--- config.mk ---
export PLATFORM = sky130hd
export DESIGN_NAME = one_wire_bus_master_unit
export DESIGN_NICKNAME = d
export VERILOG_FILES = /design/src/hdl/owm_pkg.sv /design/src/hdl/owm_front.sv /design/src/hdl/owm_queue.sv /design/src/hdl/owm_back.sv /design/src/hdl/one_wire_bus_master_unit.sv
export SDC_FILE = /design/constraint.sdc
export NUM_CORES = 1
export LEC_CHECK = 0
export BUFFER_PORTS_ARGS = -buffer_cell sky130_fd_sc_hd__buf_4
export CAP_MARGIN = 30
export CORE_MARGIN = 2
export CORE_UTILIZATION = 64
export DETAILED_ROUTE_END_ITERATION = 16
export GPL_TIMING_DRIVEN = 0
export PLACE_DENSITY = 0.84
export SETUP_SLACK_MARGIN = 0.4
export SLEW_MARGIN = 20
export SYNTH_ARGS = -nofsm -noshare
export SYNTH_HDL_FRONTEND = slang
export SYNTH_HIERARCHICAL = 1
export SYNTH_SLANG_ARGS = --single-unit
--- constraint.sdc ---
create_clock -name aclk -period 10.9 [get_ports aclk]
set_clock_uncertainty 0.2 [all_clocks]
set_input_delay 2.18 -clock aclk [delete_from_list [all_inputs] [get_ports aclk]]
set_output_delay 2.18 -clock aclk [all_outputs]
set_load 0.005 [all_outputs]
--- src/hdl/owm_pkg.sv ---
// Shared types and constants of the one-wire bus master.
// Used by every module of the block; depends on nothing.
`timescale 1ns / 1ps

package owm_pkg;

    localparam int CFG_IDX_W = 3;
    localparam int TICK_W    = 8;
    localparam int QUEUE_DEPTH = 2;
    localparam int QPTR_W    = 1;
    localparam int QCNT_W    = 2;

    localparam logic [TICK_W-1:0] RESET_SPACE_TICKS = 8'd2;
    localparam logic [2:0]        LAST_BIT          = 3'd7;

    localparam logic [TICK_W-1:0] RST_RESET_LOW      = 8'd50;
    localparam logic [TICK_W-1:0] RST_PRESENCE_DELAY = 8'd3;
    localparam logic [TICK_W-1:0] RST_RESET_RECOVERY = 8'd45;
    localparam logic [TICK_W-1:0] RST_WRITE_HOLD     = 8'd6;
    localparam logic [TICK_W-1:0] RST_READ_WAIT      = 8'd4;

    typedef enum logic [1:0] {
        OP_RESET = 2'd0,
        OP_WRITE = 2'd1,
        OP_READ  = 2'd2,
        OP_NONE  = 2'd3
    } opcode_t;

    typedef enum logic [CFG_IDX_W-1:0] {
        REG_RESET_LOW      = 3'd0,
        REG_PRESENCE_DELAY = 3'd1,
        REG_RESET_RECOVERY = 3'd2,
        REG_WRITE_HOLD     = 3'd3,
        REG_READ_WAIT      = 3'd4
    } reg_index_t;

    typedef enum logic [3:0] {
        PH_IDLE      = 4'd0,
        PH_RST_LOW   = 4'd1,
        PH_RST_WAIT  = 4'd2,
        PH_RST_REC   = 4'd3,
        PH_RST_SPACE = 4'd4,
        PH_WR_START  = 4'd5,
        PH_WR_HOLD   = 4'd6,
        PH_WR_REL    = 4'd7,
        PH_RD_START  = 4'd8,
        PH_RD_SAMPLE = 4'd9,
        PH_RD_WAIT   = 4'd10,
        PH_RD_SPACE  = 4'd11
    } phase_t;

    // One tick after classification by the front end.
    typedef struct packed {
        logic        start;   // carries a command with a meaningful opcode
        opcode_t     op;
        logic [7:0]  wbyte;
        logic        line;
    } tick_item_t;

    typedef struct packed {
        logic [TICK_W-1:0] reset_low;
        logic [TICK_W-1:0] presence_delay;
        logic [TICK_W-1:0] reset_recovery;
        logic [TICK_W-1:0] write_hold;
        logic [TICK_W-1:0] read_wait;
    } cfg_t;

    typedef struct packed {
        logic       drive_low;
        logic       busy;
        logic       done;
        logic       present;
        logic [7:0] read_byte;
    } result_t;

endpackage

--- src/hdl/owm_front.sv ---
// Front end: takes a tick request from the input stream, classifies it and
// registers it for the tick queue. Depends on owm_pkg.
`timescale 1ns / 1ps

module owm_front import owm_pkg::*; (
    input  logic       aclk,
    input  logic       aresetn,
    input  logic       in_valid,
    output logic       in_ready,
    input  logic       cmd_valid,
    input  logic [1:0] opcode,
    input  logic [7:0] write_byte,
    input  logic       line_level,
    output logic       out_valid,
    input  logic       out_ready,
    output tick_item_t out_item
);

    logic       valid_reg, valid_next;
    tick_item_t item_reg, item_next;
    opcode_t    op;

    assign op       = opcode_t'(opcode);
    assign in_ready = !valid_reg || out_ready;

    always_comb begin
        valid_next = valid_reg;
        item_next  = item_reg;
        if (in_valid && in_ready) begin
            valid_next      = 1'b1;
            // An opcode without meaning never starts anything.
            item_next.start = cmd_valid && (op != OP_NONE);
            item_next.op    = op;
            item_next.wbyte = write_byte;
            item_next.line  = line_level;
        end else if (out_ready) begin
            valid_next = 1'b0;
        end
    end

    always_ff @(posedge aclk) begin
        if (!aresetn) begin
            valid_reg <= 1'b0;
        end else begin
            valid_reg <= valid_next;
        end
        item_reg <= item_next;
    end

    assign out_valid = valid_reg;
    assign out_item  = item_reg;

endmodule

--- src/hdl/owm_queue.sv ---
// Two-entry queue of classified ticks between the front end and the sequencer.
// Depends on owm_pkg.
`timescale 1ns / 1ps

module owm_queue import owm_pkg::*; (
    input  logic       aclk,
    input  logic       aresetn,
    input  logic       push_valid,
    output logic       push_ready,
    input  tick_item_t push_item,
    output logic       pop_valid,
    input  logic       pop_ready,
    output tick_item_t pop_item
);

    tick_item_t              mem [QUEUE_DEPTH];
    logic [QPTR_W-1:0]       wr_ptr_reg, wr_ptr_next;
    logic [QPTR_W-1:0]       rd_ptr_reg, rd_ptr_next;
    logic [QCNT_W-1:0]       count_reg, count_next;
    logic                    push, pop;

    assign push_ready = (count_reg != QCNT_W'(QUEUE_DEPTH));
    assign pop_valid  = (count_reg != '0);
    assign push       = push_valid && push_ready;
    assign pop        = pop_valid && pop_ready;
    assign pop_item   = mem[rd_ptr_reg];

    always_comb begin
        wr_ptr_next = push ? wr_ptr_reg + 1'b1 : wr_ptr_reg;
        rd_ptr_next = pop ? rd_ptr_reg + 1'b1 : rd_ptr_reg;
        count_next  = count_reg;
        if (push && !pop) begin
            count_next = count_reg + 1'b1;
        end else if (pop && !push) begin
            count_next = count_reg - 1'b1;
        end
    end

    always_ff @(posedge aclk) begin
        if (!aresetn) begin
            wr_ptr_reg <= '0;
            rd_ptr_reg <= '0;
            count_reg  <= '0;
        end else begin
            wr_ptr_reg <= wr_ptr_next;
            rd_ptr_reg <= rd_ptr_next;
            count_reg  <= count_next;
        end
        if (push) begin
            mem[wr_ptr_reg] <= push_item;
        end
    end

endmodule

--- src/hdl/owm_back.sv ---
// Back end: the bus sequencer, one queued tick per step, and the result
// register towards the output stream. Depends on owm_pkg.
`timescale 1ns / 1ps

module owm_back import owm_pkg::*; (
    input  logic       aclk,
    input  logic       aresetn,
    input  cfg_t       cfg,
    input  logic       in_valid,
    output logic       in_ready,
    input  tick_item_t in_item,
    output logic       out_valid,
    input  logic       out_ready,
    output result_t    out_res
);

    phase_t      phase_reg, phase_next;
    logic [7:0]  tick_reg, tick_next;
    logic [2:0]  bit_reg, bit_next;
    logic [7:0]  shift_reg, shift_next;
    logic        present_reg, present_next;
    logic [7:0]  last_read_reg, last_read_next;
    logic        out_valid_reg, out_valid_next;
    result_t     res_reg, res_next;
    logic        step;

    // Working values after a possible command start on this tick.
    phase_t      ph;
    logic [7:0]  tc;
    logic [2:0]  bi;
    logic [7:0]  sh;
    logic [7:0]  len;
    logic [7:0]  len_min;
    logic [7:0]  tc_inc;
    logic        len_end;
    logic        drive;
    logic        done;

    assign step     = in_valid && (!out_valid_reg || out_ready);
    assign in_ready = !out_valid_reg || out_ready;

    // Start of a command: the tick that carries it is its first timed tick.
    always_comb begin
        ph = phase_reg;
        tc = tick_reg;
        bi = bit_reg;
        sh = shift_reg;
        if (phase_reg == PH_IDLE && in_item.start) begin
            tc = '0;
            bi = '0;
            sh = (in_item.op == OP_WRITE) ? in_item.wbyte : 8'd0;
            unique case (in_item.op)
                OP_RESET: ph = PH_RST_LOW;
                OP_WRITE: ph = PH_WR_START;
                default:  ph = PH_RD_START;
            endcase
        end
    end

    // Length of the timed phase and its end condition; zero counts as one.
    always_comb begin
        unique case (ph)
            PH_RST_LOW:   len = cfg.reset_low;
            PH_RST_WAIT:  len = cfg.presence_delay;
            PH_RST_REC:   len = cfg.reset_recovery;
            PH_RST_SPACE: len = RESET_SPACE_TICKS;
            PH_WR_HOLD:   len = cfg.write_hold;
            PH_RD_WAIT:   len = cfg.read_wait;
            default:      len = 8'd1;
        endcase
        len_min = (len == '0) ? 8'd1 : len;
        tc_inc  = tc + 8'd1;
        len_end = (tc_inc >= len_min);
    end

    // Next state.
    always_comb begin
        phase_next     = ph;
        tick_next      = len_end ? 8'd0 : tc_inc;
        bit_next       = bi;
        shift_next     = sh;
        present_next   = present_reg;
        last_read_next = last_read_reg;
        unique case (ph)
            PH_IDLE: begin
                tick_next = tc;
            end
            PH_RST_LOW: begin
                if (len_end) phase_next = PH_RST_WAIT;
            end
            PH_RST_WAIT: begin
                if (len_end) phase_next = PH_RST_REC;
            end
            PH_RST_REC: begin
                if (tc == '0) present_next = !in_item.line;
                if (len_end) phase_next = PH_RST_SPACE;
            end
            PH_RST_SPACE: begin
                if (len_end) phase_next = PH_IDLE;
            end
            PH_WR_START: begin
                tick_next  = '0;
                phase_next = PH_WR_HOLD;
            end
            PH_WR_HOLD: begin
                if (len_end) phase_next = PH_WR_REL;
            end
            PH_WR_REL: begin
                shift_next = sh >> 1;
                tick_next  = '0;
                if (bi == LAST_BIT) begin
                    phase_next = PH_IDLE;
                end else begin
                    bit_next   = bi + 3'd1;
                    phase_next = PH_WR_START;
                end
            end
            PH_RD_START: begin
                tick_next  = '0;
                phase_next = PH_RD_SAMPLE;
            end
            PH_RD_SAMPLE: begin
                shift_next = {in_item.line, sh[7:1]};
                tick_next  = '0;
                phase_next = PH_RD_WAIT;
            end
            PH_RD_WAIT: begin
                if (len_end) begin
                    if (bi == LAST_BIT) begin
                        phase_next = PH_RD_SPACE;
                    end else begin
                        bit_next   = bi + 3'd1;
                        phase_next = PH_RD_START;
                    end
                end
            end
            PH_RD_SPACE: begin
                last_read_next = sh;
                tick_next      = '0;
                phase_next     = PH_IDLE;
            end
            default: begin
                tick_next  = tc;
                phase_next = PH_IDLE;
            end
        endcase
    end

    // Outputs of this tick.
    always_comb begin
        drive = 1'b0;
        done  = 1'b0;
        unique case (ph)
            PH_RST_LOW, PH_WR_START, PH_RD_START: drive = 1'b1;
            PH_WR_HOLD:                            drive = !sh[0];
            PH_RST_SPACE:                          done  = len_end;
            PH_WR_REL:                             done  = (bi == LAST_BIT);
            PH_RD_SPACE:                           done  = 1'b1;
            default: begin
                drive = 1'b0;
                done  = 1'b0;
            end
        endcase
        res_next.drive_low = drive;
        res_next.busy      = (ph != PH_IDLE) && (ph <= PH_RD_SPACE);
        res_next.done      = done;
        res_next.present   = present_next;
        res_next.read_byte = last_read_next;
        out_valid_next     = step ? 1'b1 : (out_ready ? 1'b0 : out_valid_reg);
    end

    always_ff @(posedge aclk) begin
        if (!aresetn) begin
            phase_reg     <= PH_IDLE;
            tick_reg      <= '0;
            bit_reg       <= '0;
            shift_reg     <= '0;
            present_reg   <= 1'b0;
            last_read_reg <= '0;
            out_valid_reg <= 1'b0;
        end else begin
            out_valid_reg <= out_valid_next;
            if (step) begin
                phase_reg     <= phase_next;
                tick_reg      <= tick_next;
                bit_reg       <= bit_next;
                shift_reg     <= shift_next;
                present_reg   <= present_next;
                last_read_reg <= last_read_next;
            end
        end
        if (step) begin
            res_reg <= res_next;
        end
    end

    assign out_valid = out_valid_reg;
    assign out_res   = res_reg;

    // A held result must freeze the sequencer.
    a_stall_freezes: assert property (@(posedge aclk) disable iff (!aresetn)
        (out_valid_reg && !out_ready) |=> $stable(phase_reg) && $stable(tick_reg))
        else $error("sequencer moved while the result was held");

    // A completing tick always leaves the sequencer idle.
    a_done_idle: assert property (@(posedge aclk) disable iff (!aresetn)
        (step && done) |=> (phase_reg == PH_IDLE))
        else $error("command completed but sequencer not idle");

    // The line is only pulled and completion only flagged during a command.
    a_drive_busy: assert property (@(posedge aclk) disable iff (!aresetn)
        (out_valid_reg && (res_reg.drive_low || res_reg.done)) |-> res_reg.busy)
        else $error("drive or done outside a command");

endmodule

--- src/hdl/one_wire_bus_master_unit.sv ---
// Top level of the one-wire bus master: configuration registers, front end,
// tick queue and sequencer. Depends on owm_pkg, owm_front, owm_queue, owm_back.
//
//  channel  direction  handshake           payload
//  s_       in         s_tvalid/s_tready   s_tdata, s_tuser (one tick)
//  m_       out        m_tvalid/m_tready   m_tdata (one result per tick)
//  cfg_     in         cfg_valid/cfg_ready cfg_index, cfg_data
//
// Sustained rate is one tick request per clock while results are taken; the
// sequencer advances one step per cycle while a tick is queued and its result
// is not held, and a result is offered once its request has passed the front
// register, the queue entry and the result register in turn. aresetn is synchronous and
// restores the register defaults and an idle bus. A stalled result holds the
// sequencer; the queue and front register keep taking requests until full.
`timescale 1ns / 1ps

module one_wire_bus_master_unit import owm_pkg::*; (
    input  logic                 aclk,
    input  logic                 aresetn,
    input  logic                 s_tvalid,
    output logic                 s_tready,
    input  logic [15:0]          s_tdata,   // write_byte[7:0], line_level[8], zero fill
    input  logic [2:0]           s_tuser,   // cmd_valid[0], opcode[2:1]
    output logic                 m_tvalid,
    input  logic                 m_tready,
    output logic [15:0]          m_tdata,   // drive_low[0], busy_res[1], done_res[2],
                                            // device_present[3], read_byte[11:4], zero fill
    input  logic                 cfg_valid,
    output logic                 cfg_ready,
    input  logic [CFG_IDX_W-1:0] cfg_index,
    input  logic [TICK_W-1:0]    cfg_data
);

    cfg_t       cfg_reg, cfg_next;
    logic       f_valid, f_ready;
    tick_item_t f_item;
    logic       q_valid, q_ready;
    tick_item_t q_item;
    result_t    res;

    assign cfg_ready = 1'b1;

    always_comb begin
        cfg_next = cfg_reg;
        if (cfg_valid) begin
            unique case (reg_index_t'(cfg_index))
                REG_RESET_LOW:      cfg_next.reset_low      = cfg_data;
                REG_PRESENCE_DELAY: cfg_next.presence_delay = cfg_data;
                REG_RESET_RECOVERY: cfg_next.reset_recovery = cfg_data;
                REG_WRITE_HOLD:     cfg_next.write_hold     = cfg_data;
                REG_READ_WAIT:      cfg_next.read_wait      = cfg_data;
                default:            cfg_next = cfg_reg;
            endcase
        end
    end

    always_ff @(posedge aclk) begin
        if (!aresetn) begin
            cfg_reg.reset_low      <= RST_RESET_LOW;
            cfg_reg.presence_delay <= RST_PRESENCE_DELAY;
            cfg_reg.reset_recovery <= RST_RESET_RECOVERY;
            cfg_reg.write_hold     <= RST_WRITE_HOLD;
            cfg_reg.read_wait      <= RST_READ_WAIT;
        end else begin
            cfg_reg <= cfg_next;
        end
    end

    owm_front u_front (
        .aclk       (aclk),
        .aresetn    (aresetn),
        .in_valid   (s_tvalid),
        .in_ready   (s_tready),
        .cmd_valid  (s_tuser[0]),
        .opcode     (s_tuser[2:1]),
        .write_byte (s_tdata[7:0]),
        .line_level (s_tdata[8]),
        .out_valid  (f_valid),
        .out_ready  (f_ready),
        .out_item   (f_item)
    );

    owm_queue u_queue (
        .aclk       (aclk),
        .aresetn    (aresetn),
        .push_valid (f_valid),
        .push_ready (f_ready),
        .push_item  (f_item),
        .pop_valid  (q_valid),
        .pop_ready  (q_ready),
        .pop_item   (q_item)
    );

    owm_back u_back (
        .aclk      (aclk),
        .aresetn   (aresetn),
        .cfg       (cfg_reg),
        .in_valid  (q_valid),
        .in_ready  (q_ready),
        .in_item   (q_item),
        .out_valid (m_tvalid),
        .out_ready (m_tready),
        .out_res   (res)
    );

    assign m_tdata = {4'd0, res.read_byte, res.present, res.done, res.busy, res.drive_low};

endmodule
### Yosys cells after proc, flatten, opt, wreduce, memory -nomap -nowiden

Memories as Yosys holds them, arrays and structs flattened. A register that Yosys moved wholly into a read port is not among the register bits.
Cells that the tools add are included.

| word-level totals | value |
|---|---|
| register bits after elaboration | 102 |
| memory bits (writable) | 24 |
| memories kept | 1 |
| output and inout port bits | 19 |

Memory list:

| name | depth | bits a word | rd ports | clocked after Yosys merged registers in | write ports | RTL line | RTL |
|---|---|---|---|---|---|---|---|
| u_queue.mem | 2 | 12 | 1 | 1 | 1 | owm_queue.sv:16 | `tick_item_t mem [QUEUE_DEPTH];` |

| operators by class | value |
|---|---|
| $lt $le $gt $ge | 2 |
| equal/unequal tests | 19 |
| muxes and demuxes | 38 |
| add/subtract/negate cells | 6 |
| reduce and logical (&&, ||, !) cells | 35 |

Operator list:

| kind | count |
|---|---|
| 8-bit 2-to-1 mux | 6 |
| 8-bit one-hot mux with 6 select lines | 1 |
| 4-bit one-hot mux with 11 select lines | 1 |
| 8-bit one-hot mux with 2 select lines | 2 |
| 4-bit 2-to-1 mux | 7 |
| 4-bit by 3-bit equality test with 1-bit output (second input constant) | 4 |
| 4-bit equality test (second input constant) | 4 |
| 8-bit zero test | 2 |
| 3-bit 2-to-1 mux | 4 |
| 1-bit 2-to-1 mux | 10 |
| 2-bit AND reduction | 5 |
| 8-bit by 1-bit adder with 8-bit output (second input constant) | 1 |
| 4-bit by 2-bit equality test with 1-bit output (second input constant) | 2 |
| 8-bit greater-or-equal comparator | 1 |
| 1-bit logical AND | 8 |
| 4-bit zero test | 2 |
| 4-bit one-hot mux with 2 select lines | 1 |
| 2-bit nonzero test | 4 |
| 3-bit by 2-bit equality test with 1-bit output (second input constant) | 2 |
| 3-bit equality test (second input constant) | 2 |
| 1-bit zero test | 6 |
| 2-bit 2-to-1 mux | 3 |
| 3-bit one-hot mux with 2 select lines | 1 |
| 6-bit OR reduction | 1 |
| other kinds (17) | 20 |

### Depth between registers and ports, before layout

| depth | value |
|---|---|
| word-level depth | 10 |
| depth in mapped cells | 17 |

### Hierarchy

The synthesis kept the hierarchy.

Modules (own cells, without submodules):

| module | times used | area an instance (um^2) | cells each | seq. area each (um^2) |
|---|---|---|---|---|
| owm_back | 1 | 3080.5 | 379 | 1021.0 |
| one_wire_bus_master_unit | 1 | 1600.3 | 157 | 800.8 |
| owm_queue | 1 | 1103.6 | 61 | 820.8 |
| owm_front | 1 | 425.4 | 18 | 380.4 |

### Worst setup path before layout

No wires, ideal clock.

| timing | value |
|---|---|
| path kind | reg2reg |
| start point | register (tool-made name) |
| end point | register u_back.phase_reg[0] |
| library setup time | 86 ps |
| slack | 7069 ps |
| clock period less this slack | 3831 ps |
| cell stages (with the launch flop) | 17 |
| buffers on the path | 2 |
| data arrival time | 3545 ps |
| path through | dfxtp_1 > buf_2 > mux2_2 > nor3b_1 > nor2_1 > nor4_4 > a221oi_1 > and2_1 > a31o_1 > ha_1 > nor2b_1 > o21ai_1 > a211oi_2 > buf_6 > a21oi_1 > or3_1 > a221oi_2 |

RTL lines:

| item | RTL line | RTL |
|---|---|---|
| to (signal assigned) | owm_back.sv:184 | `phase_reg <= phase_next;` |
| to (decl) | owm_back.sv:17 | `phase_t phase_reg, phase_next;` |

==> impl_metrics.json <==
{
  "synth.distinct_cells": 71,
  "synth-edff-count": 48,
  "ios": 54,
  "ctsRootBufferMaster": "clkbuf_8",
  "final_cell_mix": "nand2_1, dfxtp_1, mux2i_1",
  "nNetsFinal": 725,
  "placed_cell_area_sq_mm": 0.006690,
  "core_sq_mm": 0.009328,
  "largest_reg_flops": 40,
  "dp_hpwl_mm": 10.08,
  "final_common_cell": "nand2_1",
  "max_slew_margin": 0.5682,
  "synth-async-reset-ratio": 0,
  "startpoint_type": "register",
  "fin_crit_sh": 0.4320,
  "ctsHoldBuffers": 0,
  "setup.worst_path.class": "register to register",
  "grt_max_degree": 22,
  "fillers": 599,
  "critical-path-top-delay-family": "simple AND/OR/NAND/NOR gates",
  "area_delta_synth_final_pct": 17.21,
  "clock_latency_ps": 520,
  "via_per_inst": 6.052,
  "route.detailed.drc": 0,
  "finalMaxSlewViolations": 0,
  "critPathBufInv": 2,
  "worstHoldPathType": "register to register",
  "syn_inst": 615,
  "cts_made_buffers": 17,
  "max-vdd-ir-drop_mv": 0.1868,
  "drive_gt1_frac": 0.1910,
  "grt_pass1_vias": 4850,
  "crit_path_top_delay_cell": "nor4_4",
  "multiInputGateArea_sq_mm": 0.002894,
  "ys_ff_latch": 127,
  "end_kind": "register",
  "cp.required_ps": 11110,
  "period_needed_ps": 4709,
  "ant_nets": 0,
  "synth_top_area_cell": "dfxtp_1",
  "firstDrtPassIters": 6,
  "max_freq_ghz": 0.2124,
  "cellLeakagePower_nw": 2.907,
  "final_util": 0.7803,
  "worst_slack_ps": 6191,
  "grt_use_total": 0.3025,
  "cts_buffer_depth": 2,
  "die_w_um": 102.5,
  "yosysSeqAreaShare": 0.4868,
  "dieArea_sq_mm": 0.01051,
  "num_rows": 35,
  "grt.overflow.total": 0,
  "worstPathCellList": "buf_2, mux2_2, nor3b_1, nor2_1, nor4_4, a221oi_1, and2_1, a31o_1, ha_1, nor2b_1, o21ai_1, a211oi_2, buf_6, a21oi_1, or3_1, a221oi_2",
  "final.setup.tns_ps": 0,
  "grt_pass1_wl_mm": 24.12,
  "diodes": 0,
  "hold_violations": 0,
  "initial_core_util": 0.6657,
  "io_buffers": 41,
  "synthFlopType": "dfxtp_1",
  "arrival_ps": 4920,
  "max-cap-violations": 0,
  "cts_tree": "built",
  "max_stage_delay_ps": 500,
  "gp_congestion": 1.032,
  "grt_antenna_before_repair": 0,
  "ys_warn_count": 6,
  "die_y_um": 102.5,
  "clk_pin_slew_ps": 60,
  "postCtsSetupBuffers": 0,
  "cts_resized": 0,
  "drt_wl_total_mm": 14.77,
  "tightest_slew_ps": 642.9,
  "cts.sinks": 127,
  "setup_viol": 0,
  "avgSynthCellArea_sq_um": 10.10,
  "cts.htree.levels": 4,
  "rsz0062_at_grt": "no",
  "stdcell_area_sq_mm": 0.007278,
  "synth.top_cells.by_area": "dfxtp_1, edfxtp_1, mux2i_1, nand2_1, nor2_1",
  "crit_fanout": 10,
  "register_area_sq_mm": 0.003023,
  "yosys.area.top_type_share": 0.2547,
  "syn_area_sq_mm": 0.006210,
  "p_per_area_mw_per_mm2": 251.3,
  "finalPower_mw": 1.829,
  "post_drt_wl_per_cell_um": 18.01,
  "post-place-ws_ps": 6320,
  "status": "finished, final reports clean",
  "drt_iter0_drc": 391,
  "num_vias": 4963
}
power by group:
group / leakage, nW / internal (mW) / total (mW) / switching, mW
Combinational: 1.53 / 0.276 / 0.685 / 0.409
Clock: 0.277 / 0.334 / 0.561 / 0.227
Sequential: 1.10 / 0.555 / 0.583 / 0.0282
Total: 2.91 / 1.17 / 1.83 / 0.664
per-stage QoR:
stage | hold WS (ps) | instances
after floorplan | 221.5 | 618
after global placement | 223.4 | 788
after detailed placement | 229.8 | 788
after CTS | 244.6 | 820
after global routing | 265.2 | 820
final | 244.3 | 820
cell families after synthesis:
| family | after synthesis | synth area share |
|---|---|---|
| flip-flops | 127 | 0.4868 |
| buffers and inverters | 56 | 0.04896 |
| AND/OR/NAND/NOR | 223 | 0.1816 |
| multiplexers | 77 | 0.1267 |
| AO/OA/AOI/OAI | 108 | 0.1165 |
| adder cells (fa/ha/maj) | 12 | 0.02418 |
| other | 2 | 0.001209 |
| XOR/XNOR | 10 | 0.01410 |
final timing paths:
check | from | endpoint | slack (ps) | cells after the start
worst max register to register | register | u_back/phase_reg[0] | 6190 | 16
worst min-delay path | u_front/out_item[6] | u_queue/mem[1][6] | 240 | 0
worst max-delay path | register | u_back/phase_reg[0] | 6190 | 16
worst min register to register | u_front/out_item[6] | u_queue/mem[1][6] | 240 | 0
worst reg2reg max path, delay by kind of cell (launching register included):
family | cells | cell delay [ps]
AO/OA/AOI/OAI | 6 | 1270
buffers and inverters | 2 | 460
multiplexers | 1 | 420
flip-flops | 1 | 380
AND/OR/NAND/NOR | 6 | 1610
adder cells (fa/ha/maj) | 1 | 270
layer usage:
layer	global-route usage	vias up	wire, um
met2	0.4897	265	7123
met4	0.1344	0	430
met5	0	-	0
met1	0.3820	2340	6107
li1	-	2311	-
met3	0.08203	47	1111
cells in the mapped netlist (3+ instances only):
cell type / count
nor2_1: 47
nor2_2: 3
mux2i_1: 64
nand2_1: 83
and3_1: 6
or3_1: 3
buf_2: 12
a2bb2oi_1: 3
buf_4: 11
xnor2_1: 4
o21ai_0: 24
buf_6: 5
a22oi_1: 6
ha_1: 12
nor4_1: 3
a221oi_1: 7
nand3_1: 10
edfxtp_1: 48
nor2b_1: 23
nand2b_1: 3
inv_1: 10
nor3_1: 4
clkbuf_1: 14
a31oi_1: 4
mux2_2: 13
a21oi_1: 28
xor2_1: 6
dfxtp_1: 79
a211oi_1: 11
and2_1: 16
layout make-up:
| class | count | area share |
|---|---|---|
| Sequential cell | 127 | 0.4153 |
| Multi-Input combinational cell | 435 | 0.3976 |
| Clock buffer | 18 | 0.05742 |
| Timing Repair Buffer | 41 | 0.04229 |
| Buffer | 44 | 0.03559 |
| Clock inverter | 14 | 0.02338 |
| Tap cell | 129 | 0.02218 |
| Inverter | 12 | 0.006189 |
(Power assumes the default switching activity.)
